## src/rtl/path_perceptron_branch_predictor_defines.svh

```systemverilog
// Assertion macros shared by the predictor RTL.
`ifndef PATH_PERCEPTRON_BRANCH_PREDICTOR_DEFINES_SVH
`define PATH_PERCEPTRON_BRANCH_PREDICTOR_DEFINES_SVH

`ifndef SYNTH
// Concurrent check on an explicit clock and active-low reset.
`define PPBP_ASSERT_CLK(lbl, clk, rst_n, prop, msg) \
    lbl: assert property (@(posedge clk) disable iff (!rst_n) prop) else $error(msg);
// Concurrent check on the block clock and reset.
`define PPBP_ASSERT(lbl, prop, msg) \
    `PPBP_ASSERT_CLK(lbl, i_clk, i_rst_n, prop, msg)
`else
`define PPBP_ASSERT_CLK(lbl, clk, rst_n, prop, msg)
`define PPBP_ASSERT(lbl, prop, msg)
`endif

`endif

```

## src/rtl/ppbp_pkg.sv

```systemverilog
package ppbp_pkg;

    localparam int CMD_W      = 3;
    localparam int ADDR_W     = 48;
    localparam int TID_W      = 2;
    localparam int TID_N      = 1 << TID_W;
    localparam int THR_W      = 11;
    localparam int SUM_W      = 12;
    localparam int ADDR_DIGIT = 8;
    localparam int ADDR_STEPS = ADDR_W / ADDR_DIGIT;
    localparam int STEP_W     = $clog2(ADDR_STEPS);

    localparam logic [THR_W-1:0] THR_RESET = 11'd56;
    localparam logic [SUM_W-1:0] SUM_MAX   = {1'b0, {(SUM_W-1){1'b1}}};
    localparam logic [SUM_W-1:0] SUM_MIN   = {1'b1, {(SUM_W-1){1'b0}}};

    typedef enum logic [CMD_W-1:0] {
        CMD_LOOKUP  = 3'd0,
        CMD_UNCOND  = 3'd1,
        CMD_UPDATE  = 3'd2,
        CMD_SQUASH  = 3'd3,
        CMD_BTB_FIX = 3'd4
    } t_cmd;

    typedef enum logic [3:0] {
        ST_CLEAR,
        ST_IDLE,
        ST_ROW,
        ST_DISP,
        ST_SUM,
        ST_ADV,
        ST_COPY,
        ST_TBIAS,
        ST_TBIAS_WR,
        ST_TRD,
        ST_TWR,
        ST_DONE
    } t_state;

endpackage

```

## src/rtl/ppbp_cmd_if.sv

```systemverilog
interface ppbp_cmd_if;
    import ppbp_pkg::*;

    logic              valid;
    logic              ready;
    logic [CMD_W-1:0]  command;
    logic [ADDR_W-1:0] branch_address;
    logic              taken;
    logic              was_squashed;
    logic [TID_W-1:0]  thread_id;

    modport source (
        output valid, command, branch_address, taken, was_squashed, thread_id,
        input  ready
    );
    modport sink (
        input  valid, command, branch_address, taken, was_squashed, thread_id,
        output ready
    );
endinterface

```

## src/rtl/ppbp_res_if.sv

```systemverilog
interface ppbp_res_if;
    import ppbp_pkg::*;

    logic                    valid;
    logic                    ready;
    logic                    predict_taken;
    logic signed [SUM_W-1:0] perceptron_sum;
    logic                    trained;

    modport source (
        output valid, predict_taken, perceptron_sum, trained,
        input  ready
    );
    modport sink (
        input  valid, predict_taken, perceptron_sum, trained,
        output ready
    );
endinterface

```

## src/rtl/ppbp_cfg_if.sv

```systemverilog
interface ppbp_cfg_if;
    import ppbp_pkg::*;

    logic             valid;
    logic             ready;
    logic [THR_W-1:0] data;

    modport source (output valid, data, input ready);
    modport sink (input valid, data, output ready);
endinterface

```

## src/rtl/ppbp_ram.sv

```systemverilog
module ppbp_ram #(
    parameter int WIDTH = 8,
    parameter int DEPTH = 16,
    localparam int AW   = $clog2(DEPTH)
) (
    input  logic             i_clk,
    input  logic             i_we,
    input  logic [AW-1:0]    i_waddr,
    input  logic [WIDTH-1:0] i_wdata,
    input  logic [AW-1:0]    i_raddr,
    output logic [WIDTH-1:0] o_rdata
);
    logic [WIDTH-1:0] r_mem [DEPTH];
    logic [WIDTH-1:0] r_rdata;

    always_ff @(posedge i_clk) begin
        if (i_we) begin
            r_mem[i_waddr] <= i_wdata;
        end
        r_rdata <= r_mem[i_raddr];
    end

    assign o_rdata = r_rdata;
endmodule

```

## src/rtl/path_perceptron_branch_predictor.sv

```systemverilog
// Path-based perceptron branch predictor, one command at a time. The command beat is taken
// only when the sequencer is idle; the result goes to an output register, so the next command
// is taken while a result waits. After reset a clearing pass zeroes the weight table and the
// partial-sum stores, during which no command is taken. The row is folded out of the address
// 8 bits per cycle; the weight memory has one write port and one read port. Unconditional,
// btb-miss fix and dropped commands finish after the fold; lookup and untrained update then
// shift the partial sums, and squash copies the committed sums into the speculative ones; a
// trained update adds a weight read-modify-write along the path (the bias alone with an empty
// path), and a copy of the partial sums when they are restored. A finished command waits while
// the output register still holds an unaccepted beat; the sequencer goes back to idle as the
// result is loaded, so the next command beat can be taken in the cycle after.
`include "path_perceptron_branch_predictor_defines.svh"

module path_perceptron_branch_predictor #(
    parameter int HISTORY_LEN = 16,
    parameter int ROWS        = 10,
    parameter int THREADS     = 4,
    parameter int WEIGHT_BITS = 4
) (
    input  logic      i_clk,
    input  logic      i_rst_n,
    ppbp_cmd_if.sink  i_cmd,
    ppbp_res_if.source o_res,
    ppbp_cfg_if.sink  i_cfg
);
    import ppbp_pkg::*;

    localparam int N        = HISTORY_LEN + 1;
    localparam int WT_DEPTH = ROWS * N;
    localparam int AW       = $clog2(WT_DEPTH);
    localparam int SW       = $clog2(N);
    localparam int RW       = $clog2(ROWS);
    localparam int FW       = $clog2(N + 1);
    localparam int HIW      = $clog2(HISTORY_LEN);

    localparam logic [WEIGHT_BITS-1:0] W_MAX = WEIGHT_BITS'((1 << (WEIGHT_BITS - 1)) - 1);
    localparam logic [WEIGHT_BITS-1:0] W_MIN = ~W_MAX;

    function automatic logic [SUM_W-1:0] f_sat(input logic [SUM_W:0] v);
        if (v[SUM_W] != v[SUM_W-1]) begin
            return v[SUM_W] ? SUM_MIN : SUM_MAX;
        end
        return v[SUM_W-1:0];
    endfunction

    function automatic logic [WEIGHT_BITS-1:0] f_bump(input logic [WEIGHT_BITS-1:0] w,
                                                     input logic up);
        if (up && w != W_MAX) begin
            return w + WEIGHT_BITS'(1);
        end
        if (!up && w != W_MIN) begin
            return w - WEIGHT_BITS'(1);
        end
        return w;
    endfunction

    // control state
    t_state              r_state, n_state;
    logic [AW-1:0]       r_clr_addr, n_clr_addr;
    logic [THR_W-1:0]    r_thr;
    logic [SW-1:0]       r_head, n_head;
    logic [FW-1:0]       r_fill, n_fill;
    logic [HISTORY_LEN-1:0] r_spec_hist [TID_N];
    logic [HISTORY_LEN-1:0] n_spec_hist [TID_N];
    logic [HISTORY_LEN-1:0] r_commit_hist [TID_N];
    logic [HISTORY_LEN-1:0] n_commit_hist [TID_N];
    logic                r_out_valid, n_out_valid;
    logic [SW-1:0]       r_cnt, n_cnt;
    logic                r_pv, n_pv;

    // payload
    logic [CMD_W-1:0]    r_cmd, n_cmd;
    logic [ADDR_W-1:0]   r_addr, n_addr;
    logic                r_taken, n_taken;
    logic                r_sq, n_sq;
    logic [TID_W-1:0]    r_tid, n_tid;
    logic [RW-1:0]       r_row, n_row;
    logic [STEP_W-1:0]   r_step, n_step;
    logic [AW-1:0]       r_base, n_base;
    logic [SUM_W-1:0]    r_sum, n_sum;
    logic                r_dir, n_dir;
    logic                r_train, n_train;
    logic [HISTORY_LEN-1:0] r_hist, n_hist;
    logic [SW-1:0]       r_pi, n_pi;
    logic [SW-1:0]       r_j, n_j;
    logic [SW-1:0]       r_idx, n_idx;
    logic [AW-1:0]       r_waddr, n_waddr;
    logic                r_pt, n_pt;
    logic                r_tr, n_tr;
    logic                r_out_pt, n_out_pt;
    logic [SUM_W-1:0]    r_out_sum, n_out_sum;
    logic                r_out_tr, n_out_tr;

    // memory ports
    logic                   wt_we;
    logic [AW-1:0]          wt_wa, wt_ra;
    logic [WEIGHT_BITS-1:0] wt_wd, wt_rd;
    logic                   ss_we, cs_we;
    logic [SW-1:0]          ss_wa, ss_ra, cs_wa, cs_ra;
    logic [SUM_W-1:0]       ss_wd, ss_rd, cs_wd, cs_rd;
    logic                   pr_we;
    logic [SW-1:0]          pr_wa, pr_ra;
    logic [RW-1:0]          pr_wd, pr_rd;

    // datapath helpers
    logic [RW-1:0]    fold_row;
    logic             tid_ok;
    logic [SUM_W-1:0] sums_rd;
    logic [SUM_W:0]   w_ext, s_ext;
    logic [SUM_W-1:0] adv_val, bias_sum;
    logic [SUM_W:0]   bias_ext, mag;
    logic             below_thr;
    logic [SW-1:0]    idx_init, idx_next, head_new, p_idx;
    logic [SW:0]      p_sum;
    logic             hb;
    logic [AW-1:0]    t_addr;
    logic             out_free;
    logic             issue;

    ppbp_ram #(.WIDTH(WEIGHT_BITS), .DEPTH(WT_DEPTH)) u_wt (
        .i_clk(i_clk), .i_we(wt_we), .i_waddr(wt_wa), .i_wdata(wt_wd),
        .i_raddr(wt_ra), .o_rdata(wt_rd)
    );
    ppbp_ram #(.WIDTH(SUM_W), .DEPTH(N)) u_spec_sums (
        .i_clk(i_clk), .i_we(ss_we), .i_waddr(ss_wa), .i_wdata(ss_wd),
        .i_raddr(ss_ra), .o_rdata(ss_rd)
    );
    ppbp_ram #(.WIDTH(SUM_W), .DEPTH(N)) u_commit_sums (
        .i_clk(i_clk), .i_we(cs_we), .i_waddr(cs_wa), .i_wdata(cs_wd),
        .i_raddr(cs_ra), .o_rdata(cs_rd)
    );
    // path of recent rows, circular with r_head at the newest entry
    ppbp_ram #(.WIDTH(RW), .DEPTH(N)) u_path (
        .i_clk(i_clk), .i_we(pr_we), .i_waddr(pr_wa), .i_wdata(pr_wd),
        .i_raddr(pr_ra), .o_rdata(pr_rd)
    );

    // address mod ROWS, one byte per cycle, MSB first
    always_comb begin
        logic [RW:0]         v;
        logic [ADDR_DIGIT-1:0] dig;
        dig = r_addr[ADDR_W-1 -: ADDR_DIGIT];
        v   = {1'b0, r_row};
        for (int k = ADDR_DIGIT - 1; k >= 0; k--) begin
            v = {v[RW-1:0], dig[k]};
            if (v >= (RW+1)'(ROWS)) begin
                v = v - (RW+1)'(ROWS);
            end
        end
        fold_row = v[RW-1:0];
    end

    assign tid_ok    = int'(r_tid) < THREADS;
    assign sums_rd   = (r_cmd == CMD_UPDATE) ? cs_rd : ss_rd;
    assign w_ext     = {{(SUM_W + 1 - WEIGHT_BITS){wt_rd[WEIGHT_BITS-1]}}, wt_rd};
    assign s_ext     = {sums_rd[SUM_W-1], sums_rd};
    assign adv_val   = (r_pi == '0) ? '0 : f_sat(r_dir ? s_ext + w_ext : s_ext - w_ext);
    assign bias_sum  = f_sat({ss_rd[SUM_W-1], ss_rd} + w_ext);
    assign bias_ext  = {bias_sum[SUM_W-1], bias_sum};
    assign mag       = bias_sum[SUM_W-1] ? (~bias_ext + (SUM_W+1)'(1)) : bias_ext;
    assign below_thr = mag <= (SUM_W+1)'(r_thr);
    assign idx_init  = (r_fill == FW'(1)) ? '0 : SW'(1);
    assign idx_next  = (FW'(r_idx) + FW'(1) == r_fill) ? '0 : r_idx + SW'(1);
    assign head_new  = (r_head == '0) ? SW'(N - 1) : r_head - SW'(1);
    // history bit HISTORY_LEN lies past the register and reads as 0
    assign hb        = (r_j < SW'(HISTORY_LEN)) ? r_hist[r_j[HIW-1:0]] : 1'b0;
    assign t_addr    = AW'(pr_rd * N) + AW'(r_j);
    assign out_free  = !r_out_valid || o_res.ready;
    assign issue     = !(r_pv && r_pi == '0);

    always_comb begin
        p_idx = r_idx;
        if (r_state == ST_TBIAS_WR) begin
            p_idx = idx_init;
        end else if (r_state == ST_TWR) begin
            p_idx = idx_next;
        end
        p_sum = {1'b0, r_head} + {1'b0, p_idx};
        pr_ra = (p_sum >= (SW+1)'(N)) ? SW'(p_sum - (SW+1)'(N)) : p_sum[SW-1:0];
    end

    always_comb begin
        n_state       = r_state;
        n_clr_addr    = r_clr_addr;
        n_head        = r_head;
        n_fill        = r_fill;
        n_spec_hist   = r_spec_hist;
        n_commit_hist = r_commit_hist;
        n_out_valid   = r_out_valid && !o_res.ready;
        n_cnt         = r_cnt;
        n_pv          = r_pv;
        n_cmd         = r_cmd;
        n_addr        = r_addr;
        n_taken       = r_taken;
        n_sq          = r_sq;
        n_tid         = r_tid;
        n_row         = r_row;
        n_step        = r_step;
        n_base        = r_base;
        n_sum         = r_sum;
        n_dir         = r_dir;
        n_train       = r_train;
        n_hist        = r_hist;
        n_pi          = r_pi;
        n_j           = r_j;
        n_idx         = r_idx;
        n_waddr       = r_waddr;
        n_pt          = r_pt;
        n_tr          = r_tr;
        n_out_pt      = r_out_pt;
        n_out_sum     = r_out_sum;
        n_out_tr      = r_out_tr;

        wt_we = 1'b0;  wt_wa = r_base;  wt_wd = '0;  wt_ra = r_base;
        ss_we = 1'b0;  ss_wa = r_pi;    ss_wd = '0;  ss_ra = SW'(N - 1);
        cs_we = 1'b0;  cs_wa = r_pi;    cs_wd = '0;  cs_ra = r_cnt;
        pr_we = 1'b0;  pr_wa = head_new; pr_wd = r_row;

        case (r_state)
            ST_CLEAR: begin
                wt_we = 1'b1;
                wt_wa = r_clr_addr;
                if (int'(r_clr_addr) < N) begin
                    ss_we = 1'b1;
                    cs_we = 1'b1;
                    ss_wa = r_clr_addr[SW-1:0];
                    cs_wa = r_clr_addr[SW-1:0];
                end
                n_clr_addr = r_clr_addr + AW'(1);
                if (r_clr_addr == AW'(WT_DEPTH - 1)) begin
                    n_state = ST_IDLE;
                end
            end
            ST_IDLE: begin
                if (i_cmd.valid) begin
                    n_cmd   = i_cmd.command;
                    n_addr  = i_cmd.branch_address;
                    n_taken = i_cmd.taken;
                    n_sq    = i_cmd.was_squashed;
                    n_tid   = i_cmd.thread_id;
                    n_row   = '0;
                    n_step  = '0;
                    n_state = ST_ROW;
                end
            end
            ST_ROW: begin
                n_row  = fold_row;
                n_addr = r_addr << ADDR_DIGIT;
                n_step = r_step + STEP_W'(1);
                if (r_step == STEP_W'(ADDR_STEPS - 1)) begin
                    n_base  = AW'(fold_row * N);
                    n_state = ST_DISP;
                end
            end
            ST_DISP: begin
                n_pt    = 1'b0;
                n_sum   = '0;
                n_tr    = 1'b0;
                n_cnt   = SW'(N - 1);
                n_pv    = 1'b0;
                n_state = ST_DONE;
                if (tid_ok) begin
                    case (r_cmd)
                        CMD_LOOKUP: begin
                            pr_we   = 1'b1;
                            n_head  = head_new;
                            n_fill  = (int'(r_fill) < N) ? r_fill + FW'(1) : r_fill;
                            n_state = ST_SUM;
                        end
                        CMD_UNCOND: begin
                            pr_we   = 1'b1;
                            n_head  = head_new;
                            n_fill  = (int'(r_fill) < N) ? r_fill + FW'(1) : r_fill;
                            n_spec_hist[r_tid] = {r_spec_hist[r_tid][HISTORY_LEN-2:0], 1'b1};
                            n_pt    = 1'b1;
                        end
                        CMD_UPDATE: begin
                            n_state = ST_SUM;
                        end
                        CMD_SQUASH: begin
                            n_spec_hist[r_tid] = r_commit_hist[r_tid];
                            n_state = ST_COPY;
                        end
                        CMD_BTB_FIX: begin
                            n_commit_hist[r_tid][0] = 1'b0;
                        end
                        default: begin
                            n_state = ST_DONE;
                        end
                    endcase
                end
            end
            ST_SUM: begin
                // bias weight and last spec partial sum were read in ST_DISP
                n_sum = bias_sum;
                if (r_cmd == CMD_UPDATE) begin
                    n_dir   = r_taken;
                    n_hist  = r_spec_hist[r_tid];
                    n_commit_hist[r_tid] = {r_commit_hist[r_tid][HISTORY_LEN-2:0], r_taken};
                    n_train = r_sq || below_thr;
                    n_tr    = r_sq || below_thr;
                end else begin
                    n_dir   = !bias_sum[SUM_W-1];
                    n_pt    = !bias_sum[SUM_W-1];
                    n_spec_hist[r_tid] = {r_spec_hist[r_tid][HISTORY_LEN-2:0],
                                          !bias_sum[SUM_W-1]};
                end
                n_state = ST_ADV;
            end
            ST_ADV: begin
                // read sums[i-1] and weight[N-i], write sums[i] in the next cycle, i descending
                ss_ra = (r_cnt != '0) ? r_cnt - SW'(1) : '0;
                cs_ra = ss_ra;
                wt_ra = (r_cnt != '0) ? r_base + AW'(N) - AW'(r_cnt) : r_base;
                if (r_pv) begin
                    if (r_cmd == CMD_UPDATE) begin
                        cs_we = 1'b1;
                        cs_wd = adv_val;
                    end else begin
                        ss_we = 1'b1;
                        ss_wd = adv_val;
                    end
                end
                if (issue) begin
                    n_pi  = r_cnt;
                    n_pv  = 1'b1;
                    n_cnt = (r_cnt != '0) ? r_cnt - SW'(1) : r_cnt;
                end else begin
                    n_pv  = 1'b0;
                    n_cnt = SW'(N - 1);
                    if (r_cmd != CMD_UPDATE || !r_train) begin
                        n_state = ST_DONE;
                    end else if (r_sq) begin
                        n_spec_hist[r_tid] = r_commit_hist[r_tid];
                        n_state = ST_COPY;
                    end else begin
                        n_state = ST_TBIAS;
                    end
                end
            end
            ST_COPY: begin
                cs_ra = r_cnt;
                if (r_pv) begin
                    ss_we = 1'b1;
                    ss_wd = cs_rd;
                end
                if (issue) begin
                    n_pi  = r_cnt;
                    n_pv  = 1'b1;
                    n_cnt = (r_cnt != '0) ? r_cnt - SW'(1) : r_cnt;
                end else begin
                    n_pv    = 1'b0;
                    n_state = (r_cmd == CMD_UPDATE) ? ST_TBIAS : ST_DONE;
                end
            end
            ST_TBIAS: begin
                wt_ra   = r_base;
                n_state = ST_TBIAS_WR;
            end
            ST_TBIAS_WR: begin
                wt_we = 1'b1;
                wt_wa = r_base;
                wt_wd = f_bump(wt_rd, r_taken);
                if (r_fill != '0) begin
                    n_idx   = idx_init;
                    n_j     = SW'(1);
                    n_state = ST_TRD;
                end else begin
                    n_state = ST_DONE;
                end
            end
            ST_TRD: begin
                wt_ra   = t_addr;
                n_waddr = t_addr;
                n_state = ST_TWR;
            end
            ST_TWR: begin
                wt_we = 1'b1;
                wt_wa = r_waddr;
                wt_wd = f_bump(wt_rd, hb == r_taken);
                if (r_j == SW'(N - 1)) begin
                    n_state = ST_DONE;
                end else begin
                    n_j     = r_j + SW'(1);
                    n_idx   = idx_next;
                    n_state = ST_TRD;
                end
            end
            ST_DONE: begin
                if (out_free) begin
                    n_out_valid = 1'b1;
                    n_out_pt    = r_pt;
                    n_out_sum   = r_sum;
                    n_out_tr    = r_tr;
                    n_state     = ST_IDLE;
                end
            end
            default: begin
                n_state = ST_IDLE;
            end
        endcase
    end

    always_ff @(posedge i_clk) begin
        if (!i_rst_n) begin
            r_state     <= ST_CLEAR;
            r_clr_addr  <= '0;
            r_thr       <= THR_RESET;
            r_head      <= '0;
            r_fill      <= '0;
            r_out_valid <= 1'b0;
            r_cnt       <= '0;
            r_pv        <= 1'b0;
            for (int t = 0; t < TID_N; t++) begin
                r_spec_hist[t]   <= '0;
                r_commit_hist[t] <= '0;
            end
        end else begin
            r_state       <= n_state;
            r_clr_addr    <= n_clr_addr;
            r_head        <= n_head;
            r_fill        <= n_fill;
            r_out_valid   <= n_out_valid;
            r_cnt         <= n_cnt;
            r_pv          <= n_pv;
            r_spec_hist   <= n_spec_hist;
            r_commit_hist <= n_commit_hist;
            if (i_cfg.valid) begin
                r_thr <= i_cfg.data;
            end
        end
    end

    always_ff @(posedge i_clk) begin
        r_cmd     <= n_cmd;
        r_addr    <= n_addr;
        r_taken   <= n_taken;
        r_sq      <= n_sq;
        r_tid     <= n_tid;
        r_row     <= n_row;
        r_step    <= n_step;
        r_base    <= n_base;
        r_sum     <= n_sum;
        r_dir     <= n_dir;
        r_train   <= n_train;
        r_hist    <= n_hist;
        r_pi      <= n_pi;
        r_j       <= n_j;
        r_idx     <= n_idx;
        r_waddr   <= n_waddr;
        r_pt      <= n_pt;
        r_tr      <= n_tr;
        r_out_pt  <= n_out_pt;
        r_out_sum <= n_out_sum;
        r_out_tr  <= n_out_tr;
    end

    assign i_cmd.ready          = (r_state == ST_IDLE);
    assign i_cfg.ready          = 1'b1;
    assign o_res.valid          = r_out_valid;
    assign o_res.predict_taken  = r_out_pt;
    assign o_res.perceptron_sum = $signed(r_out_sum);
    assign o_res.trained        = r_out_tr;

    `PPBP_ASSERT(a_pred_sign, o_res.valid && o_res.predict_taken |-> !o_res.perceptron_sum[SUM_W-1], "taken prediction with negative sum")
    `PPBP_ASSERT(a_trained_not_taken, o_res.valid && o_res.trained |-> !o_res.predict_taken, "trained result flagged as taken")
    `PPBP_ASSERT(a_fill_range, int'(r_fill) <= N, "path fill past path length")
    `PPBP_ASSERT(a_head_range, int'(r_head) < N, "path head out of range")
endmodule

```

## src/flat_wrapper.sv

```systemverilog
// flat-port wrapper written by rule: the top's interface ports become plain ports
module path_perceptron_branch_predictor_flat import ppbp_pkg::*;
#(
    parameter int HISTORY_LEN = 16,
    parameter int ROWS        = 10,
    parameter int THREADS     = 4,
    parameter int WEIGHT_BITS = 4
)
  (i_clk, i_rst_n, i_cmd_valid, i_cmd_command, i_cmd_branch_address, i_cmd_taken, i_cmd_was_squashed, i_cmd_thread_id, i_cmd_ready, o_res_valid, o_res_predict_taken, o_res_perceptron_sum, o_res_trained, o_res_ready, i_cfg_valid, i_cfg_data, i_cfg_ready);
  ppbp_cmd_if i_cmd_i ();
  ppbp_res_if o_res_i ();
  ppbp_cfg_if i_cfg_i ();
  input  logic i_clk;
  input  logic i_rst_n;
  input wire logic [$bits(i_cmd_i.valid)-1:0] i_cmd_valid;
  input wire logic [$bits(i_cmd_i.command)-1:0] i_cmd_command;
  input wire logic [$bits(i_cmd_i.branch_address)-1:0] i_cmd_branch_address;
  input wire logic [$bits(i_cmd_i.taken)-1:0] i_cmd_taken;
  input wire logic [$bits(i_cmd_i.was_squashed)-1:0] i_cmd_was_squashed;
  input wire logic [$bits(i_cmd_i.thread_id)-1:0] i_cmd_thread_id;
  output wire logic [$bits(i_cmd_i.ready)-1:0] i_cmd_ready;
  output wire logic [$bits(o_res_i.valid)-1:0] o_res_valid;
  output wire logic [$bits(o_res_i.predict_taken)-1:0] o_res_predict_taken;
  output wire logic [$bits(o_res_i.perceptron_sum)-1:0] o_res_perceptron_sum;
  output wire logic [$bits(o_res_i.trained)-1:0] o_res_trained;
  input wire logic [$bits(o_res_i.ready)-1:0] o_res_ready;
  input wire logic [$bits(i_cfg_i.valid)-1:0] i_cfg_valid;
  input wire logic [$bits(i_cfg_i.data)-1:0] i_cfg_data;
  output wire logic [$bits(i_cfg_i.ready)-1:0] i_cfg_ready;
  assign i_cmd_i.valid = i_cmd_valid;
  assign i_cmd_i.command = i_cmd_command;
  assign i_cmd_i.branch_address = i_cmd_branch_address;
  assign i_cmd_i.taken = i_cmd_taken;
  assign i_cmd_i.was_squashed = i_cmd_was_squashed;
  assign i_cmd_i.thread_id = i_cmd_thread_id;
  assign i_cmd_ready = i_cmd_i.ready;
  assign o_res_valid = o_res_i.valid;
  assign o_res_predict_taken = o_res_i.predict_taken;
  assign o_res_perceptron_sum = o_res_i.perceptron_sum;
  assign o_res_trained = o_res_i.trained;
  assign o_res_i.ready = o_res_ready;
  assign i_cfg_i.valid = i_cfg_valid;
  assign i_cfg_i.data = i_cfg_data;
  assign i_cfg_ready = i_cfg_i.ready;
  path_perceptron_branch_predictor #(.HISTORY_LEN(HISTORY_LEN), .ROWS(ROWS), .THREADS(THREADS), .WEIGHT_BITS(WEIGHT_BITS)) u_core (.i_clk(i_clk), .i_rst_n(i_rst_n), .i_cmd(i_cmd_i), .o_res(o_res_i), .i_cfg(i_cfg_i));
endmodule
```

## config.mk

```make
export PLATFORM = sky130hd
export DESIGN_NAME = path_perceptron_branch_predictor_flat
export DESIGN_NICKNAME = d
export VERILOG_FILES = /design/src/rtl/ppbp_pkg.sv /design/src/rtl/ppbp_cmd_if.sv /design/src/rtl/ppbp_res_if.sv /design/src/rtl/ppbp_cfg_if.sv /design/src/rtl/ppbp_ram.sv /design/src/rtl/path_perceptron_branch_predictor.sv /design/src/flat_wrapper.sv
export VERILOG_INCLUDE_DIRS = /design/src /design/src/rtl
export SDC_FILE = /design/constraint.sdc
export NUM_CORES = 2
export LEC_CHECK = 0
export ABC_AREA = 1
export BUFFER_PORTS_ARGS = -buffer_cell sky130_fd_sc_hd__buf_2
export CORE_MARGIN = 2
export CORE_UTILIZATION = 45
export CTS_CLUSTER_DIAMETER = 100
export DETAILED_ROUTE_END_ITERATION = 10
export PLACE_DENSITY = 0.71
export SYNTH_ARGS = -nofsm -noshare
export SYNTH_HDL_FRONTEND = slang
export SYNTH_HIERARCHICAL = 1
export SYNTH_SLANG_ARGS = --single-unit
export TNS_END_PERCENT = 5
```

## constraint.sdc

```tcl
create_clock -name i_clk -period 27 [get_ports i_clk]
set_clock_uncertainty 0.15 [all_clocks]
set_input_delay 1.35 -clock i_clk [delete_from_list [all_inputs] [get_ports i_clk]]
set_output_delay 1.35 -clock i_clk [all_outputs]
set_load 0.1 [all_outputs]
```

# Yosys cells after proc, flatten, opt, wreduce, memory -nomap -nowiden

Memories as Yosys holds them, arrays and structs flattened. A register that Yosys moved wholly into a read port is not among the register bits.
Index checks and enable logic that the tools add are counted.

Multiply operators: 2
Multiplexer cells: 145
Equality and inequality tests: 41
Shift-type cells: 0
Div/mod/pow operators: 0
Magnitude comparators: 16
$add $sub $neg: 26
Reductions and logical operators: 47
Bitwise logic cells: 5

Operators by type and width:

| kind                                                                   | number |
|---|---|
| 64-bit 2-to-1 mux                                                      | 6 |
| 64-bit bitwise mux                                                     | 4 |
| 64-bit case mux with 2 select lines                                    | 2 |
| 64-bit case mux with 3 select lines                                    | 1 |
| 12-bit 2-to-1 mux                                                      | 14 |
| 4-bit 2-to-1 mux                                                       | 25 |
| 48-bit case mux with 2 select lines                                    | 1 |
| 5-bit 2-to-1 mux                                                       | 17 |
| 16-bit 2-to-1 mux                                                      | 5 |
| 64-bit bitwise AND                                                     | 1 |
| 16-bit binary-select mux with 2-bit select                             | 2 |
| 16-bit demux with 2-bit select                                         | 2 |
| 64-bit inverter                                                        | 1 |
| 48-bit 2-to-1 mux                                                      | 1 |
| 12-bit case mux with 2 select lines                                    | 2 |
| 4-bit case mux with 12 select lines                                    | 1 |
| 1-bit 2-to-1 mux                                                       | 41 |
| 5-bit by 4-bit >= comparator with 1-bit output (second input constant) | 8 |
| 8-bit case mux with 2 select lines                                     | 2 |
| 4-bit subtractor (second input constant)                               | 8 |
| 12-bit by 4-bit adder with 13-bit output                               | 2 |
| 13-bit 2-to-1 mux                                                      | 2 |
| 4-bit case mux with 2 select lines                                     | 3 |
| 5-bit case mux with 2 select lines                                     | 2 |
| other kinds (64)                                                       | 129 |

Bits in latches: 0
Logic and storage cells: 323
Memories kept: 4
Register bits: 307
Memory bits (writable): 1156
Input bits: 71
ROM bits: 0

Memory list:

| name                       | words | width | rd ports | clocked after Yosys merged registers in | write ports | line           | text |
|---|---|---|---|---|---|---|---|
| u_core.u_wt.r_mem          | 170   | 4     | 1        | 1                                       | 1           | ppbp_ram.sv:13 | `logic [WIDTH-1:0] r_mem [DEPTH];` |
| u_core.u_commit_sums.r_mem | 17    | 12    | 1        | 1                                       | 1           | ppbp_ram.sv:13 |  |
| u_core.u_spec_sums.r_mem   | 17    | 12    | 1        | 1                                       | 1           | ppbp_ram.sv:13 |  |
| u_core.u_path.r_mem        | 17    | 4     | 1        | 1                                       | 1           | ppbp_ram.sv:13 |  |

# Logic depth before layout (Yosys ltp)

Word-level depth: 17
Depth in mapped cells: 63
Mapped depth without buffers: 63

# Hierarchy

Netlist, hierarchy kept.

By module, submodules not included:

| module                              | cells each | instances | area each (µm²) |
|---|---|---|---|
| ppbp_ram (u_core.u_wt)              | 2432       | 1         | 28183.3 |
| path_perceptron_branch_predictor    | 2697       | 1         | 19448.7 |
| ppbp_ram (u_core.u_commit_sums ...) | 724        | 2         | 8545.7 |
| ppbp_ram (u_core.u_path)            | 263        | 1         | 3059.2 |

# Least setup slack after synthesis

No wires, ideal clock.

Path kind: register to register
From: reg u_core.u_wt.r_rdata[3] (netlist: u_core/u_wt/o_rdata[3]) (read register of u_core.u_wt.r_mem)
To: mem u_core/u_wt/r_mem[0][1] in the netlist's numbering (data pin)
Setup slack: 17.617 ns
Period minus slack after synthesis: 9.383 ns
Setup time: 1.522 ns
Stages on the path, launching flop included: 7
Buffers on the path: 0
Arrival: 7.711 ns
Cells stage by stage: dfxtp_1 -> inv_1 -> nand3_1 -> nand2_1 -> o21ai_0 -> a21oi_1 -> o21ai_0

Longest elaborated chain between the ends: 8
Elaborated cells between the ends (all ways): 23

Ends and longest elaborated chain:

| element                                | line                                    | text |
|---|---|---|
| start: declaration                     | ppbp_ram.sv:14                          | `logic [WIDTH-1:0] r_rdata;` |
| 4-bit inequality test                  | path_perceptron_branch_predictor.sv:51  | `if (!up && w != W_MIN) begin` |
| 1-bit logical AND                      | path_perceptron_branch_predictor.sv:51  |  |
| 1-bit 2-to-1 mux (2 in a row)          | path_perceptron_branch_predictor.sv:51  |  |
| 1-bit 2-to-1 mux                       | path_perceptron_branch_predictor.sv:219 | `case (r_state)` |
| 4-bit 2-to-1 mux                       | path_perceptron_branch_predictor.sv:54  | `return w;` |
| 4-bit 2-to-1 mux                       | path_perceptron_branch_predictor.sv:51  |  |
| 4-bit case mux with 2 select lines (*) | path_perceptron_branch_predictor.sv:219 |  |
| net u_core.wt_wd[1]                    | path_perceptron_branch_predictor.sv:97  | `logic [WEIGHT_BITS-1:0] wt_wd, wt_rd;` |
| end: declaration                       | ppbp_ram.sv:13                          |  |

Mark *: on every way through the listed nets, which the timed path passes. The rest lies on a longest branch. The select of a mux whose other input is x is not followed.

# Worst setup path after layout

From: reg u_core.r_row[0] (netlist: u_core/pr_wd[0])
To: reg u_core.r_row[2] (netlist: u_core/pr_wd[2]) (data pin)

Longest elaborated chain between the ends: 17
Elaborated cells between the ends (all ways): 25

Ends and longest elaborated chain:

| element                                                                                   | line                                                                             | text |
|---|---|---|
| start: declaration                                                                        | path_perceptron_branch_predictor.sv:77                                           | `logic [RW-1:0] r_row, n_row;` |
| start signal: assignment                                                                  | path_perceptron_branch_predictor.sv:440                                          | `r_row <= n_row;` |
| 4-bit subtractor / 5-bit by 4-bit >= comparator with 1-bit output (equally long branches) | path_perceptron_branch_predictor.sv:147, path_perceptron_branch_predictor.sv:146 |  |
| 4-bit 2-to-1 mux (*)                                                                      | path_perceptron_branch_predictor.sv:146                                          | `if (v >= (RW+1)'(ROWS)) begin` |
| 4-bit subtractor / 5-bit by 4-bit >= comparator with 1-bit output (equally long branches) | path_perceptron_branch_predictor.sv:147, path_perceptron_branch_predictor.sv:146 |  |
| 4-bit 2-to-1 mux (*)                                                                      | path_perceptron_branch_predictor.sv:146                                          |  |
| 4-bit subtractor / 5-bit by 4-bit >= comparator with 1-bit output (equally long branches) | path_perceptron_branch_predictor.sv:147, path_perceptron_branch_predictor.sv:146 |  |
| 4-bit 2-to-1 mux (*)                                                                      | path_perceptron_branch_predictor.sv:146                                          |  |
| 5-bit by 4-bit >= comparator with 1-bit output / 4-bit subtractor (equally long branches) | path_perceptron_branch_predictor.sv:146, path_perceptron_branch_predictor.sv:147 |  |
| 4-bit 2-to-1 mux (*)                                                                      | path_perceptron_branch_predictor.sv:146                                          |  |
| 4-bit subtractor / 5-bit by 4-bit >= comparator with 1-bit output (equally long branches) | path_perceptron_branch_predictor.sv:147, path_perceptron_branch_predictor.sv:146 |  |
| 4-bit 2-to-1 mux (*)                                                                      | path_perceptron_branch_predictor.sv:146                                          |  |
| 4-bit subtractor / 5-bit by 4-bit >= comparator with 1-bit output (equally long branches) | path_perceptron_branch_predictor.sv:147, path_perceptron_branch_predictor.sv:146 |  |
| 4-bit 2-to-1 mux (*)                                                                      | path_perceptron_branch_predictor.sv:146                                          |  |
| 5-bit by 4-bit >= comparator with 1-bit output / 4-bit subtractor (equally long branches) | path_perceptron_branch_predictor.sv:146, path_perceptron_branch_predictor.sv:147 |  |
| 4-bit 2-to-1 mux (*)                                                                      | path_perceptron_branch_predictor.sv:146                                          |  |
| 4-bit subtractor / 5-bit by 4-bit >= comparator with 1-bit output (equally long branches) | path_perceptron_branch_predictor.sv:147, path_perceptron_branch_predictor.sv:146 |  |
| 4-bit 2-to-1 mux (*)                                                                      | path_perceptron_branch_predictor.sv:146                                          |  |
| 4-bit case mux with 2 select lines (*)                                                    | path_perceptron_branch_predictor.sv:219                                          |  |

Mark *: on every way between the ends. The rest lies on a longest branch, timed or not.
A chain may end at the register's enable or synchronous reset.

==> metrics.md <==
| Metric | Value |
|---|---|
| Outcome | `finished, final reports clean` |
| Die width | `392.1 um` |
| P_int | `4167 uW` |
| Critical path class | `flop to flop` |
| Routed WL per cell | `19.58 um` |
| Resize count post-CTS | `0` |
| Layout cells sized above 1 | `0.07462` |
| Largest net degree at the start of global routing | `176` |
| Final setup viols | `0` |
| Setup TNS | `0 ns` |
| Area leader, netlist | `edfxtp_1` |
| Bufs on Longest Clock Path | `3` |
| Fin cells | `8918` |
| First-pass GRT wire length | `268.9 mm` |
| PwrDens | `77.49 mW/mm2` |
| Mapped cell area | `0.06778 mm2` |
| Number of global-route vias before repair | `48250` |
| Crit path max fanout | `19` |
| Reg clk slew, reported paths | `0.06 ns` |
| Final ANT Viol Nets | `0` |
| Placed Instance Area | `0.06977 mm2` |
| Worst vdd ir | `68.05 uV` |
| Later-pin clock latency in the skew report | `0.78 ns` |
| Arrival time worst endpoint | `7.80 ns` |
| Final instance area | `0.07471 mm2` |
| Switching Share | `0.2802` |
| Mapped Cells | `6840` |
| Post-synthesis sequential area ratio | `0.6310` |
| Placed cells | `8650` |
| Worst path most repeated cell | `nand2_1` |
| Antenna diodes | `0` |
| Count leader, synth | `nand2_1` |
| IO buf count | `86` |
| Setup WS post-layout | `19.55 ns` |
| Die height | `392.1 um` |
| CORE AREA | `0.1498 mm2` |
| FMAX | `0.1342 GHz` |
| Period utilization | `0.2761` |
| Comb pwr share | `0.167` |
| Psw | `1622 uW` |
| CTS tree | `done` |
| Dpl ws | `19.73 ns` |
| Num CTS Buffers | `149` |
| Number of synthesized flops with an enable pin | `1291` |
| Worst Setup Start Kind | `flop` |
| Sequential power share | `0.469` |
| Post-route DRC | `0` |
| IO Count | `88` |
| Relative slew margins | `0.09912` |
| Post-synthesis register bit count | `1491` |
| Syn nets | `7008` |
| Overall global routing resource usage | `0.2230` |
| Area growth from synthesis to layout | `10.22%` |
| Syn avg cell area | `9.910 um2` |
| Worst EP required | `27.35 ns` |
| Primary FF master, synth | `edfxtp_1` |
| R2R Setup Slk | `19.55 ns` |
| CTS Hold Bufs | `0` |
| Vias | `50430` |
| Delay of the slowest cell on the worst path | `0.74 ns` |
| Class of the worst hold path | `flop to flop` |
| Starting Density | `0.4526` |
| R2r worst-path depth | `61` |
| Max-slew violations | `0` |
| Asr flop ratio synth | `0` |
| Iter 0 DRT Violations | `6064` |
| Final hold violation count | `0` |
| Setup Fix Bufs, Post-CTS | `0` |
| YS warnings | `6` |
| CP Capture Type | `flop` |
| Vias per cell | `5.655` |
| Root Buffer | `clkbuf_16` |
| Die area | `0.1537 mm2` |
| Antenna violations before repair | `2` |
| Unrepaired setup endpoints after global routing | `false` |
| RePlAce Congestion | `0.9065` |
| DR pass1 iterations | `8` |
| Max-cap check violation count | `0` |
| Synth top cells by count | `nand2_1, edfxtp_1, nand3_1, nor2_1, o21ai_0` |
| Top cell type's share of synthesized area | `0.5719` |
| FP Rows | `142` |
| Clk sinks | `1491` |
| Yosys cell types | `60` |
| Min Tclk post-route | `7.454 ns` |
| Final #Nets | `6953` |
| Leakage dissipation | `0.02676 uW` |
| Fillers | `13070` |
| Hold path depth | `2` |
| Top cells by area, synth | `edfxtp_1, nand2_1, nand3_1` |
| Crit path max-delay cell type | `edfxtp_1` |
| Routed WL | `174.6 mm` |
| DP HPWL | `106.4 mm` |
| Clock power share | `0.364` |
| CTS H-Tree Depth | `4` |
| WHS | `0.2650 ns` |
| Worst-Margin Slew | `1.346 ns` |
| Gr ovfl total | `0` |
-- worst paths after layout --
check	from	endpoint
hold reg to reg	u_core/u_spec_sums/r_mem[16][7]$_DFFE_PP_	u_core/u_spec_sums/o_rdata[7]$_DFF_P_
hold / removal	u_core/u_spec_sums/r_mem[16][7]$_DFFE_PP_	u_core/u_spec_sums/o_rdata[7]$_DFF_P_
setup reg to reg	u_core/pr_wd[0]$_SDFFCE_PN0P_	u_core/pr_wd[2]$_SDFFCE_PN0P_
setup / recovery	u_core/pr_wd[0]$_SDFFCE_PN0P_	u_core/pr_wd[2]$_SDFFCE_PN0P_
-- per-layer routing --
layer	vias to the layer above	global-route usage	share of wire
li1	23500	-	-
met1	24170	0.3007	0.41
met2	2409	0.3612	0.47
met3	351	0.03933	0.090
met4	0	0.08147	0.031
met5	-	0	0
-- critical path: cells and delay by family, from the launching register on --
family        cells  cell delay, ns
fa+ha+maj         8            1.66
buf+inv          15            1.19
flops             1            0.74
simple gates     38            3.39
-- state kept, by name, indices dropped and copies added, names as in the netlist, 16 cells and up --
name,count
u_core/u_path/r_mem,68
u_core/r_hist,16
u_core/r_spec_hist,64
u_core/r_addr,48
u_core/u_commit_sums/r_mem,204
u_core/u_wt/r_mem,680
u_core/u_spec_sums/r_mem,204
u_core/r_commit_hist,64
-- metrics by stage --
step | utilization | power [uW]
after floorplan | - | 3419
final | 0.4988 | 5789
after CTS | 0.4988 | 5806
after global routing | 0.4988 | 6016
after detailed placement | 0.4658 | 3711
after global placement | 0.4658 | 3681
-- logic make-up (layout without fill, tap and decap cells) --
| logic type | count (synthesis) | in the layout | synth area share |
|---|---|---|---|
| AND/OR/NAND/NOR | 3605 | 3605 | 0.2241 |
| XOR/XNOR | 51 | 51 | 0.006590 |
| adder cells (fa/ha/maj) | 97 | 97 | 0.01846 |
| other | 1 | 1 | 0.00005532 |
| AO/OA/AOI/OAI | 848 | 848 | 0.07144 |
| flip-flops | 1491 | 1491 | 0.6310 |
| buffers and inverters | 747 | 809 | 0.04834 |
-- layout by cell type, fill, tap and decap left out, types with 7 or more instances in the layout --
cell          n
o211ai_1     56
nand2_4       7
o21bai_1     34
clkbuf_1     28
nand4_1      12
a211oi_1     14
clkinv_1     31
nor2_1      612
a2111oi_0     7
a21oi_1     226
a41oi_1      15
nand3_1     982
nand2_2      33
clkbuf_16   154
inv_2        11
bufinv_16    19
nand2_1    1863
o21ai_1      21
nand3_4       8
buf_4        89
xor2_1       36
buf_2        86
dfxtp_1     200
inv_1       341
edfxtp_1   1291
nand3_2      12
or2_2        17
a31oi_1      59
inv_6         8
o221ai_1     11
o21ai_0     340
nor3_1       28
xnor2_1      14
clkinv_2     27
o22ai_1      28
ha_1         92
nor2_4        7
-- layout make-up --
cell class | instances | area [um2] | share of cell area
multi-input cells | 4602 | 21960 | 0.2940
clock buffers | 185 | 4000 | 0.05354
inverters | 366 | 1416 | 0.01896
clock inverters | 83 | 939.7 | 0.01258
flip-flops and latches | 1491 | 42770 | 0.5725
well taps | 2016 | 2522 | 0.03376
repair buffers | 175 | 1099 | 0.01470
-- power by group through the flow --
stage / clock [uW] / sequential, uW / combinational [uW]
after floorplan: 0 / 2750 / 668
after global placement: 0 / 2760 / 921
after detailed placement: 0 / 2760 / 947
after CTS: 2140 / 2720 / 952
after global routing: 2220 / 2730 / 1060
final: 2110 / 2720 / 967
Power figures use the tool's default switching activity.
